$ cat config.mk
export PLATFORM = sky130hd
export DESIGN_NAME = tanimoto_bit_vector_score
export DESIGN_NICKNAME = d
export VERILOG_FILES = /design/src/sv/tbvs_pkg.sv /design/src/sv/tbvs_front.sv /design/src/sv/tbvs_queue.sv /design/src/sv/tbvs_back.sv /design/src/sv/tanimoto_bit_vector_score.sv
export SDC_FILE = /design/constraint.sdc
export NUM_CORES = 2
export LEC_CHECK = 0
export BUFFER_PORTS_ARGS = -buffer_cell sky130_fd_sc_hd__buf_2
export CAP_MARGIN = 20
export CORE_ASPECT_RATIO = 0.8
export CORE_MARGIN = 2
export CORE_UTILIZATION = 50
export DETAILED_ROUTE_END_ITERATION = 8
export GPL_TIMING_DRIVEN = 0
export PLACE_DENSITY = 0.73
export SYNTH_ARGS = -nofsm -noshare
export SYNTH_HDL_FRONTEND = slang
export SYNTH_SLANG_ARGS = --single-unit
$ cat constraint.sdc
create_clock -name clock -period 10.8 [get_ports clock]
set_input_delay 2.16 -clock clock [delete_from_list [all_inputs] [get_ports clock]]
set_output_delay 2.16 -clock clock [all_outputs]
set_load 0.01 [all_outputs]
$ cat src/sv/tbvs_pkg.sv
// Shared types and constants of the Tanimoto bit-vector score block.
// No dependencies; imported by every module of the block.
package tbvs_pkg;

   localparam int WORD_BITS   = 64;
   localparam int POP_W       = 7;
   localparam int KEEP_W      = 6;
   localparam int COUNT_W     = 13;
   localparam int UNION_W     = COUNT_W + 1;
   localparam int SCORE_W     = 17;
   localparam int FRAC_W      = 16;
   localparam int THRESH_W    = 17;
   localparam int FP_BITS_W   = 13;
   localparam int INDEX_W     = 16;
   localparam int PROD_W      = THRESH_W + UNION_W;
   localparam int CMP_W       = COUNT_W + FRAC_W;
   localparam int CSR_DATA_W  = 17;
   localparam int CSR_INDEX_W = 1;
   localparam int QUEUE_DEPTH = 4;
   localparam int DIV_STEPS   = SCORE_W;
   localparam int STEP_W      = 5;

   localparam logic [COUNT_W-1:0]   COUNT_MAX     = 13'd8191;
   localparam logic [SCORE_W-1:0]   ONE_Q16       = 17'd65536;
   localparam logic [THRESH_W-1:0]  THRESH_RESET  = 17'd0;
   localparam logic [FP_BITS_W-1:0] FP_BITS_RESET = 13'd2048;

   // Configuration register indexes
   typedef enum logic [CSR_INDEX_W-1:0] {
      CSR_THRESHOLD = 1'b0,
      CSR_FP_BITS   = 1'b1
   } csr_index_type;

   // One finished pair handed from front to back
   typedef struct packed {
      logic               pair_ok;
      logic [COUNT_W-1:0] common;
      logic [COUNT_W-1:0] left;
      logic [COUNT_W-1:0] right;
      logic [INDEX_W-1:0] row;
      logic [INDEX_W-1:0] col;
   } job_type;

   // Queue status seen by both sides
   typedef struct packed {
      logic full;
      logic empty;
   } qstat_type;

   // Count the set bits of one word with a tree of pairwise adds
   function automatic logic [POP_W-1:0] pop64(input logic [WORD_BITS-1:0] v);
      logic [31:0][1:0] c2;
      logic [15:0][2:0] c4;
      logic [7:0][3:0]  c8;
      logic [3:0][4:0]  c16;
      logic [1:0][5:0]  c32;
      for (int i = 0; i < 32; i++) begin
         c2[i] = {1'b0, v[2*i]} + {1'b0, v[2*i+1]};
      end
      for (int i = 0; i < 16; i++) begin
         c4[i] = {1'b0, c2[2*i]} + {1'b0, c2[2*i+1]};
      end
      for (int i = 0; i < 8; i++) begin
         c8[i] = {1'b0, c4[2*i]} + {1'b0, c4[2*i+1]};
      end
      for (int i = 0; i < 4; i++) begin
         c16[i] = {1'b0, c8[2*i]} + {1'b0, c8[2*i+1]};
      end
      for (int i = 0; i < 2; i++) begin
         c32[i] = {1'b0, c16[2*i]} + {1'b0, c16[2*i+1]};
      end
      return {1'b0, c32[1]} + {1'b0, c32[0]};
   endfunction

   // Add a popcount to a sum, clamped at the top of the counter
   function automatic logic [COUNT_W-1:0] sat_add(input logic [COUNT_W-1:0] acc,
                                                  input logic [POP_W-1:0]   add);
      logic [COUNT_W:0] s;
      s = {1'b0, acc} + (COUNT_W+1)'(add);
      return (s > {1'b0, COUNT_MAX}) ? COUNT_MAX : s[COUNT_W-1:0];
   endfunction

endpackage

$ cat src/sv/tbvs_front.sv
// Front end: takes word beats, masks the tail of the last word and sums popcounts.
// Depends on tbvs_pkg; pushes one job per pair into tbvs_queue.
module tbvs_front
   import tbvs_pkg::*;
(
   input  logic                 clock,
   input  logic                 reset,
   input  logic                 req_valid,
   output logic                 req_stall,
   input  logic [WORD_BITS-1:0] req_word_a,
   input  logic [WORD_BITS-1:0] req_word_b,
   input  logic                 req_last_word,
   input  logic                 req_left_ok,
   input  logic                 req_right_ok,
   input  logic [INDEX_W-1:0]   req_left_index,
   input  logic [INDEX_W-1:0]   req_right_index,
   input  logic [FP_BITS_W-1:0] fp_bits,
   input  qstat_type            qstat,
   output logic                 push,
   output job_type              push_job
);

   logic [COUNT_W-1:0]   common_ff, left_ff, right_ff;
   logic [COUNT_W-1:0]   common_in, left_in, right_in;
   logic [COUNT_W-1:0]   common_sum, left_sum, right_sum;
   logic [KEEP_W-1:0]    keep;
   logic [WORD_BITS-1:0] mask;
   logic [WORD_BITS-1:0] wa, wb;
   logic                 accept;

   // Hold every beat while the queue has no room
   assign req_stall = qstat.full;
   assign accept    = req_valid && !req_stall;

   // Keep only the low bits of the last word that the fingerprint uses
   assign keep = fp_bits[KEEP_W-1:0];
   always_comb begin
      mask = '1;
      if (req_last_word && keep != '0) begin
         mask = (WORD_BITS'(1) << keep) - WORD_BITS'(1);
      end
   end
   assign wa = req_word_a & mask;
   assign wb = req_word_b & mask;

   // Sums including this beat
   assign common_sum = sat_add(common_ff, pop64(wa & wb));
   assign left_sum   = sat_add(left_ff, pop64(wa));
   assign right_sum  = sat_add(right_ff, pop64(wb));

   // Hand the finished pair to the back end
   assign push              = accept && req_last_word;
   assign push_job.pair_ok  = req_left_ok && req_right_ok;
   assign push_job.common   = common_sum;
   assign push_job.left     = left_sum;
   assign push_job.right    = right_sum;
   assign push_job.row      = req_left_index;
   assign push_job.col      = req_right_index;

   // Advance the sums, drop them after the last word
   always_comb begin
      common_in = common_ff;
      left_in   = left_ff;
      right_in  = right_ff;
      if (accept) begin
         if (req_last_word) begin
            common_in = '0;
            left_in   = '0;
            right_in  = '0;
         end else begin
            common_in = common_sum;
            left_in   = left_sum;
            right_in  = right_sum;
         end
      end
   end

   always_ff @(posedge clock) begin
      if (reset) begin
         common_ff <= '0;
         left_ff   <= '0;
         right_ff  <= '0;
      end else begin
         common_ff <= common_in;
         left_ff   <= left_in;
         right_ff  <= right_in;
      end
   end

endmodule

$ cat src/sv/tbvs_queue.sv
// Short job queue between front and back end.
// Depends on tbvs_pkg for the job and status types.
module tbvs_queue
   import tbvs_pkg::*;
#(
   parameter int DEPTH = QUEUE_DEPTH
)(
   input  logic      clock,
   input  logic      reset,
   input  logic      push,
   input  job_type   push_job,
   input  logic      pop,
   output job_type   head,
   output qstat_type qstat
);

   localparam int PTR_W = (DEPTH > 1) ? $clog2(DEPTH) : 1;
   localparam int CNT_W = $clog2(DEPTH + 1);

   job_type          mem_ff [DEPTH];
   logic [PTR_W-1:0] wr_ptr_ff, wr_ptr_in;
   logic [PTR_W-1:0] rd_ptr_ff, rd_ptr_in;
   logic [CNT_W-1:0] count_ff, count_in;

   assign qstat.full  = (count_ff == CNT_W'(DEPTH));
   assign qstat.empty = (count_ff == '0);
   assign head        = mem_ff[rd_ptr_ff];

   // Advance pointers with wrap, track fill
   always_comb begin
      wr_ptr_in = wr_ptr_ff;
      rd_ptr_in = rd_ptr_ff;
      count_in  = count_ff;
      if (push) begin
         wr_ptr_in = (wr_ptr_ff == PTR_W'(DEPTH - 1)) ? '0 : wr_ptr_ff + PTR_W'(1);
      end
      if (pop) begin
         rd_ptr_in = (rd_ptr_ff == PTR_W'(DEPTH - 1)) ? '0 : rd_ptr_ff + PTR_W'(1);
      end
      if (push && !pop) begin
         count_in = count_ff + CNT_W'(1);
      end else if (pop && !push) begin
         count_in = count_ff - CNT_W'(1);
      end
   end

   always_ff @(posedge clock) begin
      if (reset) begin
         wr_ptr_ff <= '0;
         rd_ptr_ff <= '0;
         count_ff  <= '0;
      end else begin
         wr_ptr_ff <= wr_ptr_in;
         rd_ptr_ff <= rd_ptr_in;
         count_ff  <= count_in;
      end
   end

   // Store the pushed job
   always_ff @(posedge clock) begin
      if (push) begin
         mem_ff[wr_ptr_ff] <= push_job;
      end
   end

endmodule

$ cat src/sv/tbvs_back.sv
// Back end: forms the union, divides one quotient bit a cycle, checks the threshold.
// Depends on tbvs_pkg; pops jobs from tbvs_queue and drives the result channel.
module tbvs_back
   import tbvs_pkg::*;
(
   input  logic                clock,
   input  logic                reset,
   input  logic [THRESH_W-1:0] threshold,
   input  qstat_type           qstat,
   input  job_type             head,
   output logic                pop,
   output logic                rsp_valid,
   input  logic                rsp_stall,
   output logic [SCORE_W-1:0]  rsp_score_q16,
   output logic                rsp_pair_valid,
   output logic                rsp_above_threshold,
   output logic [INDEX_W-1:0]  rsp_row_out,
   output logic [INDEX_W-1:0]  rsp_col_out
);

   typedef enum logic [1:0] {
      ST_IDLE,
      ST_PREP,
      ST_DIV,
      ST_OUT
   } state_type;

   state_type           state_ff, state_in;
   job_type             job_ff, job_in;
   logic [UNION_W-1:0]  union_ff, union_in;
   logic [PROD_W-1:0]   prod_ff, prod_in;
   logic [UNION_W-1:0]  rem_ff, rem_in;
   logic [SCORE_W-1:0]  quo_ff, quo_in;
   logic [STEP_W-1:0]   step_ff, step_in;
   logic                rsp_valid_ff, rsp_valid_in;
   logic [SCORE_W-1:0]  score_ff, score_in;
   logic                pair_ok_ff, pair_ok_in;
   logic                above_ff, above_in;
   logic [INDEX_W-1:0]  row_ff, row_in;
   logic [INDEX_W-1:0]  col_ff, col_in;

   logic                out_free;
   logic                first_step;
   logic [UNION_W:0]    trial;
   logic [UNION_W:0]    diff;
   logic                ge;
   logic                union_zero;
   logic [CMP_W-1:0]    scaled;

   assign out_free   = !rsp_valid_ff || !rsp_stall;
   assign union_zero = (union_ff == '0);
   assign scaled     = {job_ff.common, FRAC_W'(0)};

   // One restoring step; the first step compares without a shift
   assign first_step = (step_ff == STEP_W'(DIV_STEPS - 1));
   assign trial      = first_step ? {1'b0, rem_ff} : {rem_ff, 1'b0};
   assign diff       = trial - {1'b0, union_ff};
   assign ge         = (trial >= {1'b0, union_ff});

   always_comb begin
      state_in     = state_ff;
      job_in       = job_ff;
      union_in     = union_ff;
      prod_in      = prod_ff;
      rem_in       = rem_ff;
      quo_in       = quo_ff;
      step_in      = step_ff;
      rsp_valid_in = rsp_valid_ff;
      score_in     = score_ff;
      pair_ok_in   = pair_ok_ff;
      above_in     = above_ff;
      row_in       = row_ff;
      col_in       = col_ff;
      pop          = 1'b0;

      // Drop the result once taken
      if (rsp_valid_ff && !rsp_stall) begin
         rsp_valid_in = 1'b0;
      end

      case (state_ff)
         // Take the next job and form the union
         ST_IDLE: begin
            if (!qstat.empty) begin
               pop      = 1'b1;
               job_in   = head;
               union_in = UNION_W'({1'b0, head.left} + {1'b0, head.right}
                                   - {1'b0, head.common});
               state_in = ST_PREP;
            end
         end
         // Scale the threshold by the union, load the divider
         ST_PREP: begin
            prod_in = PROD_W'({{UNION_W{1'b0}}, threshold} * {{THRESH_W{1'b0}}, union_ff});
            rem_in  = UNION_W'(job_ff.common);
            quo_in  = '0;
            step_in = STEP_W'(DIV_STEPS - 1);
            if (!job_ff.pair_ok || union_zero) begin
               state_in = ST_OUT;
            end else begin
               state_in = ST_DIV;
            end
         end
         // Shift in one quotient bit a cycle
         ST_DIV: begin
            rem_in = ge ? diff[UNION_W-1:0] : trial[UNION_W-1:0];
            quo_in = {quo_ff[SCORE_W-2:0], ge};
            if (step_ff == '0) begin
               state_in = ST_OUT;
            end else begin
               step_in = step_ff - STEP_W'(1);
            end
         end
         // Load the output register when it is free
         ST_OUT: begin
            if (out_free) begin
               rsp_valid_in = 1'b1;
               pair_ok_in   = job_ff.pair_ok;
               score_in     = (job_ff.pair_ok && !union_zero) ? quo_ff : '0;
               if (!job_ff.pair_ok) begin
                  above_in = 1'b0;
               end else if (union_zero) begin
                  above_in = (threshold == '0);
               end else begin
                  above_in = (PROD_W'(scaled) >= prod_ff);
               end
               row_in   = job_ff.row;
               col_in   = job_ff.col;
               state_in = ST_IDLE;
            end
         end
         default: begin
            state_in = ST_IDLE;
         end
      endcase
   end

   always_ff @(posedge clock) begin
      if (reset) begin
         state_ff     <= ST_IDLE;
         rsp_valid_ff <= 1'b0;
      end else begin
         state_ff     <= state_in;
         rsp_valid_ff <= rsp_valid_in;
         job_ff       <= job_in;
         union_ff     <= union_in;
         prod_ff      <= prod_in;
         rem_ff       <= rem_in;
         quo_ff       <= quo_in;
         step_ff      <= step_in;
         score_ff     <= score_in;
         pair_ok_ff   <= pair_ok_in;
         above_ff     <= above_in;
         row_ff       <= row_in;
         col_ff       <= col_in;
      end
   end

   assign rsp_valid           = rsp_valid_ff;
   assign rsp_score_q16       = score_ff;
   assign rsp_pair_valid      = pair_ok_ff;
   assign rsp_above_threshold = above_ff;
   assign rsp_row_out         = row_ff;
   assign rsp_col_out         = col_ff;

endmodule

$ cat src/sv/tanimoto_bit_vector_score.sv
// Tanimoto score of two packed fingerprints, streamed one 64-bit word pair a beat.
// The front end takes one word beat every cycle while the queue has room, masks
// the tail of the last word and keeps three saturating popcount sums; each last
// word hands one pair job to a queue of QUEUE_DEPTH entries. For a valid pair with
// a nonempty union the back end takes the job, scales the threshold, runs 17 steps
// of a one-bit-a-cycle restoring divider and loads the result; an invalid pair or
// an empty union skips the divider. The front end can take new pairs while the
// back end works and is paced by the back end once the queue fills. The user must
// write configuration only while the block is idle; the block does not enforce it.
// Depends on tbvs_pkg, tbvs_front, tbvs_queue and tbvs_back.
module tanimoto_bit_vector_score
   import tbvs_pkg::*;
#(
   parameter int QUEUE_DEPTH = tbvs_pkg::QUEUE_DEPTH
)(
   input  logic                   clock,
   input  logic                   reset,
   input  logic                   csr_write,
   input  logic [CSR_INDEX_W-1:0] csr_index,
   input  logic [CSR_DATA_W-1:0]  csr_data,
   input  logic                   req_valid,
   output logic                   req_stall,
   input  logic [WORD_BITS-1:0]   req_word_a,
   input  logic [WORD_BITS-1:0]   req_word_b,
   input  logic                   req_last_word,
   input  logic                   req_left_ok,
   input  logic                   req_right_ok,
   input  logic [INDEX_W-1:0]     req_left_index,
   input  logic [INDEX_W-1:0]     req_right_index,
   output logic                   rsp_valid,
   input  logic                   rsp_stall,
   output logic [SCORE_W-1:0]     rsp_score_q16,
   output logic                   rsp_pair_valid,
   output logic                   rsp_above_threshold,
   output logic [INDEX_W-1:0]     rsp_row_out,
   output logic [INDEX_W-1:0]     rsp_col_out
);

   logic [THRESH_W-1:0]  threshold_ff, threshold_in;
   logic [FP_BITS_W-1:0] fp_bits_ff, fp_bits_in;
   logic                 push;
   logic                 pop;
   job_type              push_job;
   job_type              head;
   qstat_type            qstat;

   // Configuration registers
   always_comb begin
      threshold_in = threshold_ff;
      fp_bits_in   = fp_bits_ff;
      if (csr_write) begin
         case (csr_index)
            CSR_THRESHOLD: threshold_in = csr_data[THRESH_W-1:0];
            CSR_FP_BITS:   fp_bits_in   = csr_data[FP_BITS_W-1:0];
            default: begin
               threshold_in = threshold_ff;
            end
         endcase
      end
   end

   always_ff @(posedge clock) begin
      if (reset) begin
         threshold_ff <= THRESH_RESET;
         fp_bits_ff   <= FP_BITS_RESET;
      end else begin
         threshold_ff <= threshold_in;
         fp_bits_ff   <= fp_bits_in;
      end
   end

   tbvs_front u_front (
      .clock           (clock),
      .reset           (reset),
      .req_valid       (req_valid),
      .req_stall       (req_stall),
      .req_word_a      (req_word_a),
      .req_word_b      (req_word_b),
      .req_last_word   (req_last_word),
      .req_left_ok     (req_left_ok),
      .req_right_ok    (req_right_ok),
      .req_left_index  (req_left_index),
      .req_right_index (req_right_index),
      .fp_bits         (fp_bits_ff),
      .qstat           (qstat),
      .push            (push),
      .push_job        (push_job)
   );

   tbvs_queue #(
      .DEPTH (QUEUE_DEPTH)
   ) u_queue (
      .clock    (clock),
      .reset    (reset),
      .push     (push),
      .push_job (push_job),
      .pop      (pop),
      .head     (head),
      .qstat    (qstat)
   );

   tbvs_back u_back (
      .clock               (clock),
      .reset               (reset),
      .threshold           (threshold_ff),
      .qstat               (qstat),
      .head                (head),
      .pop                 (pop),
      .rsp_valid           (rsp_valid),
      .rsp_stall           (rsp_stall),
      .rsp_score_q16       (rsp_score_q16),
      .rsp_pair_valid      (rsp_pair_valid),
      .rsp_above_threshold (rsp_above_threshold),
      .rsp_row_out         (rsp_row_out),
      .rsp_col_out         (rsp_col_out)
   );

endmodule

==> flow_summary.toml <==
[status]
status = "finished, final reports clean"

[timing]
timing.final.setup_violations = 0
period_minus_slack_ns = 10.37
slew_headroom_pct = 33.7
finalCritPeriodShare_pct = 96.0
finalSetupTns_ns = 0
timing.fmax_ghz = 0.0964
hold_viol = 0
rsz0062_at_grt = "false"
tightestPinTransition_ns = 0.995
skew_ns = 0.0247
final_max_slew_viol_count = 0

[synth]
synthAdderAreaFrac_pct = 26.8
synthFlopType = "edfxtp_1"
synthesis.nets = 3992
synth_edf_count = 466
synth-seq-cells = 540
synth_top_cell_by_area = "edfxtp_1"
syn_area_mm2 = 0.0376
synth.avg_cell_area_um2 = 11.7
synth-simple-area-share_pct = 11.6
synth_compound_area_share_pct = 7.30
synthTopCellsByArea = "edfxtp_1, fa_1, ha_1, inv_1, mux4_2"
yosysWarnings = 0
synth.distinct_cells = 84
yosys-mux-area-fraction_pct = 5.25
synthCells = 3217
ys_seq_area_share_pct = 41.2
synth_top_area_share_pct = 37.2
synth-xor-area-share_pct = 1.86
async_flop_share_pct = 0
synth_top_family_by_area = "adder cells"

[critical_path]
end_kind = "flip-flop"
critPathMaxStageDelay_ns = 0.56
arrival_ns = 10.71
rrSetupSlack_ns = 0.43
cp_common_cell = "fa_1"
timing.rr.start = "fp_bits_ff[3]"
r2r-end = "u_queue.mem_ff[0][70]"
rr_worst_depth = 32
crit_fanout = 10
cp_slowest_cell = "fa_1"
setup.worst_path.start_class = "flip-flop"
required_ns = 11.15
crit_type = "reg2reg"

[drt]
drt_iter0_drc = 2001
ant_nets = 0
first_pass_iters = 8
drt_wl_total_um = 92700
routed_via_density = 5.50
drt-wirelength-per-cell_um = 20.3
drc = 0
vias = 25100

[placement]
gp_congestion = 0.984
portBuffers = 236
dp_hpwl_um = 72300

[clock_network]
numCtsBuffers = 55
htree_num_levels = 2
clk_latency_ns = 0.63
numClockSinks = 540
cts_root_buf = "clkbuf_16"
clk_pin_slew_ns = 0.06
cts_tree = "yes"
clk_path_buf_depth = 3
post-cts-setup-buffer-count = 0

[global_route]
grt.overflow.total = 0
grt_pass1_vias = 25700
grt_use_total_pct = 24.1
grt_max_degree = 51
grt_pass1_wl_um = 145000
antenna_found_initial = 3

[floorplan]
std_cell_rows = 89
die_w_um = 311
ios = 239
die_h_um = 249
dieArea_mm2 = 0.0774
start_util_pct = 50.7
core_region_area_mm2 = 0.0741

[hold_path]
hold_class = "reg2reg"
worstHoldStart = "u_back.job_ff[4]"
hold_end = "u_back.rsp_col_out[4]"
min_path_cells = 0

[finish]
nFillCells = 6169
final_common_cell = "inv_1"
final_cell_mix = "inv_1, edfxtp_1, nand2_1"
synthToLayoutAreaGrowth_pct = 12.0
drive_gt1_share_pct = 13.2
finish.net_count = 4299

[flow_run]
drv_cap = 0
cell usage after synthesis, types with 9 or more instances:
master	n
a21o_1	35
a21oi_1	105
a22o_1	9
a31oi_1	10
and2_1	153
and3_1	50
buf_1	19
buf_2	12
clkbuf_1	91
dfxtp_1	74
edfxtp_1	466
fa_1	360
ha_1	229
inv_1	470
mux2_2	18
mux2i_1	15
mux4_2	72
nand2_1	390
nand2b_1	22
nand3_1	64
nand4_1	14
nor2_1	100
nor2b_1	27
nor3_1	30
nor3b_1	9
nor4_1	12
o211ai_1	34
o21a_1	24
o21ai_0	80
o21ai_1	17
or3_1	9
xnor2_1	53
xor2_1	27
what timing repair did:
item                       in CTS  in global routing
hold buffers                    0                  0
setup endpoints to repair       0                  4
gates resized for setup         0                  1
through the flow:
step / instances / setup WS [ns] / hold slack (ns) / cell area, um^2 / util (%)
final: 4572 / 0.432 / 0.414 / 42100 / 56.8
after global routing: 4572 / 0.0161 / 0.423 / 42100 / 56.8
after detailed placement: 4467 / 0.0119 / 0.405 / 40300 / 54.4
after global placement: 4454 / 0.0847 / 0.401 / 40000 / 54.0
after CTS: 4570 / 0.551 / 0.413 / 42100 / 56.8
after floorplan: 3217 / 1.37 / 0.400 / 37600 / -
state kept, by name, summed over array words and instances (netlist names), 14 cells and up, named ones only:
name / flops
u_back.rsp_score_q16: 17
threshold_ff: 17
u_back.rsp_col_out: 16
u_back.quo_ff: 17
u_back.prod_ff: 31
u_back.job_ff: 46
u_back.rsp_row_out: 16
u_back.rem_ff: 14
u_queue.mem_ff: 288
u_back.union_ff: 14
how the worst max path moves through the flow:
stage,to,startpoint,cells past startpoint
final,u_queue.mem_ff[0][70],fp_bits_ff[3],32
after global routing,u_queue.mem_ff[3][70],fp_bits_ff[3],32
after CTS,u_queue.mem_ff[3][70],fp_bits_ff[3],32
after detailed placement,u_queue.mem_ff[1][70],req_last_word,24
after global placement,u_queue.mem_ff[0][70],req_last_word,27
after floorplan,u_queue.mem_ff[0][70],req_last_word,28
critical path, delay by kind of cell, from the launching register on:
kind / cells / cell delay (ns)
flip-flops: 1 / 0.29
AO/OA/AOI/OAI: 9 / 1.90
buffers and inverters: 7 / 1.27
AND/OR/NAND/NOR: 6 / 1.84
adder cells (fa/ha/maj): 10 / 4.75
layer usage:
metal / share of wire, % / wire (um) / up-vias / GRT usage [%]
met2: 46 / 42200 / 917 / 37.3
met4: 2.7 / 2530 / 4 / 6.30
met5: 0.030 / 28 / - / 0
li1: - / - / 11500 / -
met3: 8.6 / 8020 / 153 / 5.98
met1: 43 / 40000 / 12500 / 34.1
final cells by class:
type                       instances  area, um^2  share of cell area, %
antenna                            1        2.50                0.00595
buffer                           124         495                   1.18
clock buffer                      77        1490                   3.54
timing repair buffer             250        1420                   3.37
clock inverter                    26         287                  0.681
inverter                         470        1760                   4.19
sequential                       540       15500                   36.8
tap                             1001        1250                   2.98
multi-input combinational       2083       19900                   47.3
kinds of logic (layout without fill, tap and decap cells):
group | Yosys count | count (layout)
other cells | 0 | 1
flops | 540 | 540
simple gates | 901 | 901
compound gates | 408 | 408
buf+inv | 594 | 947
xor+xnor | 80 | 80
mux | 105 | 105
fa+ha+maj | 589 | 589
Power is not shown: default switching activity piles up to over one toggle a cycle in this logic, so the estimate is an artifact.
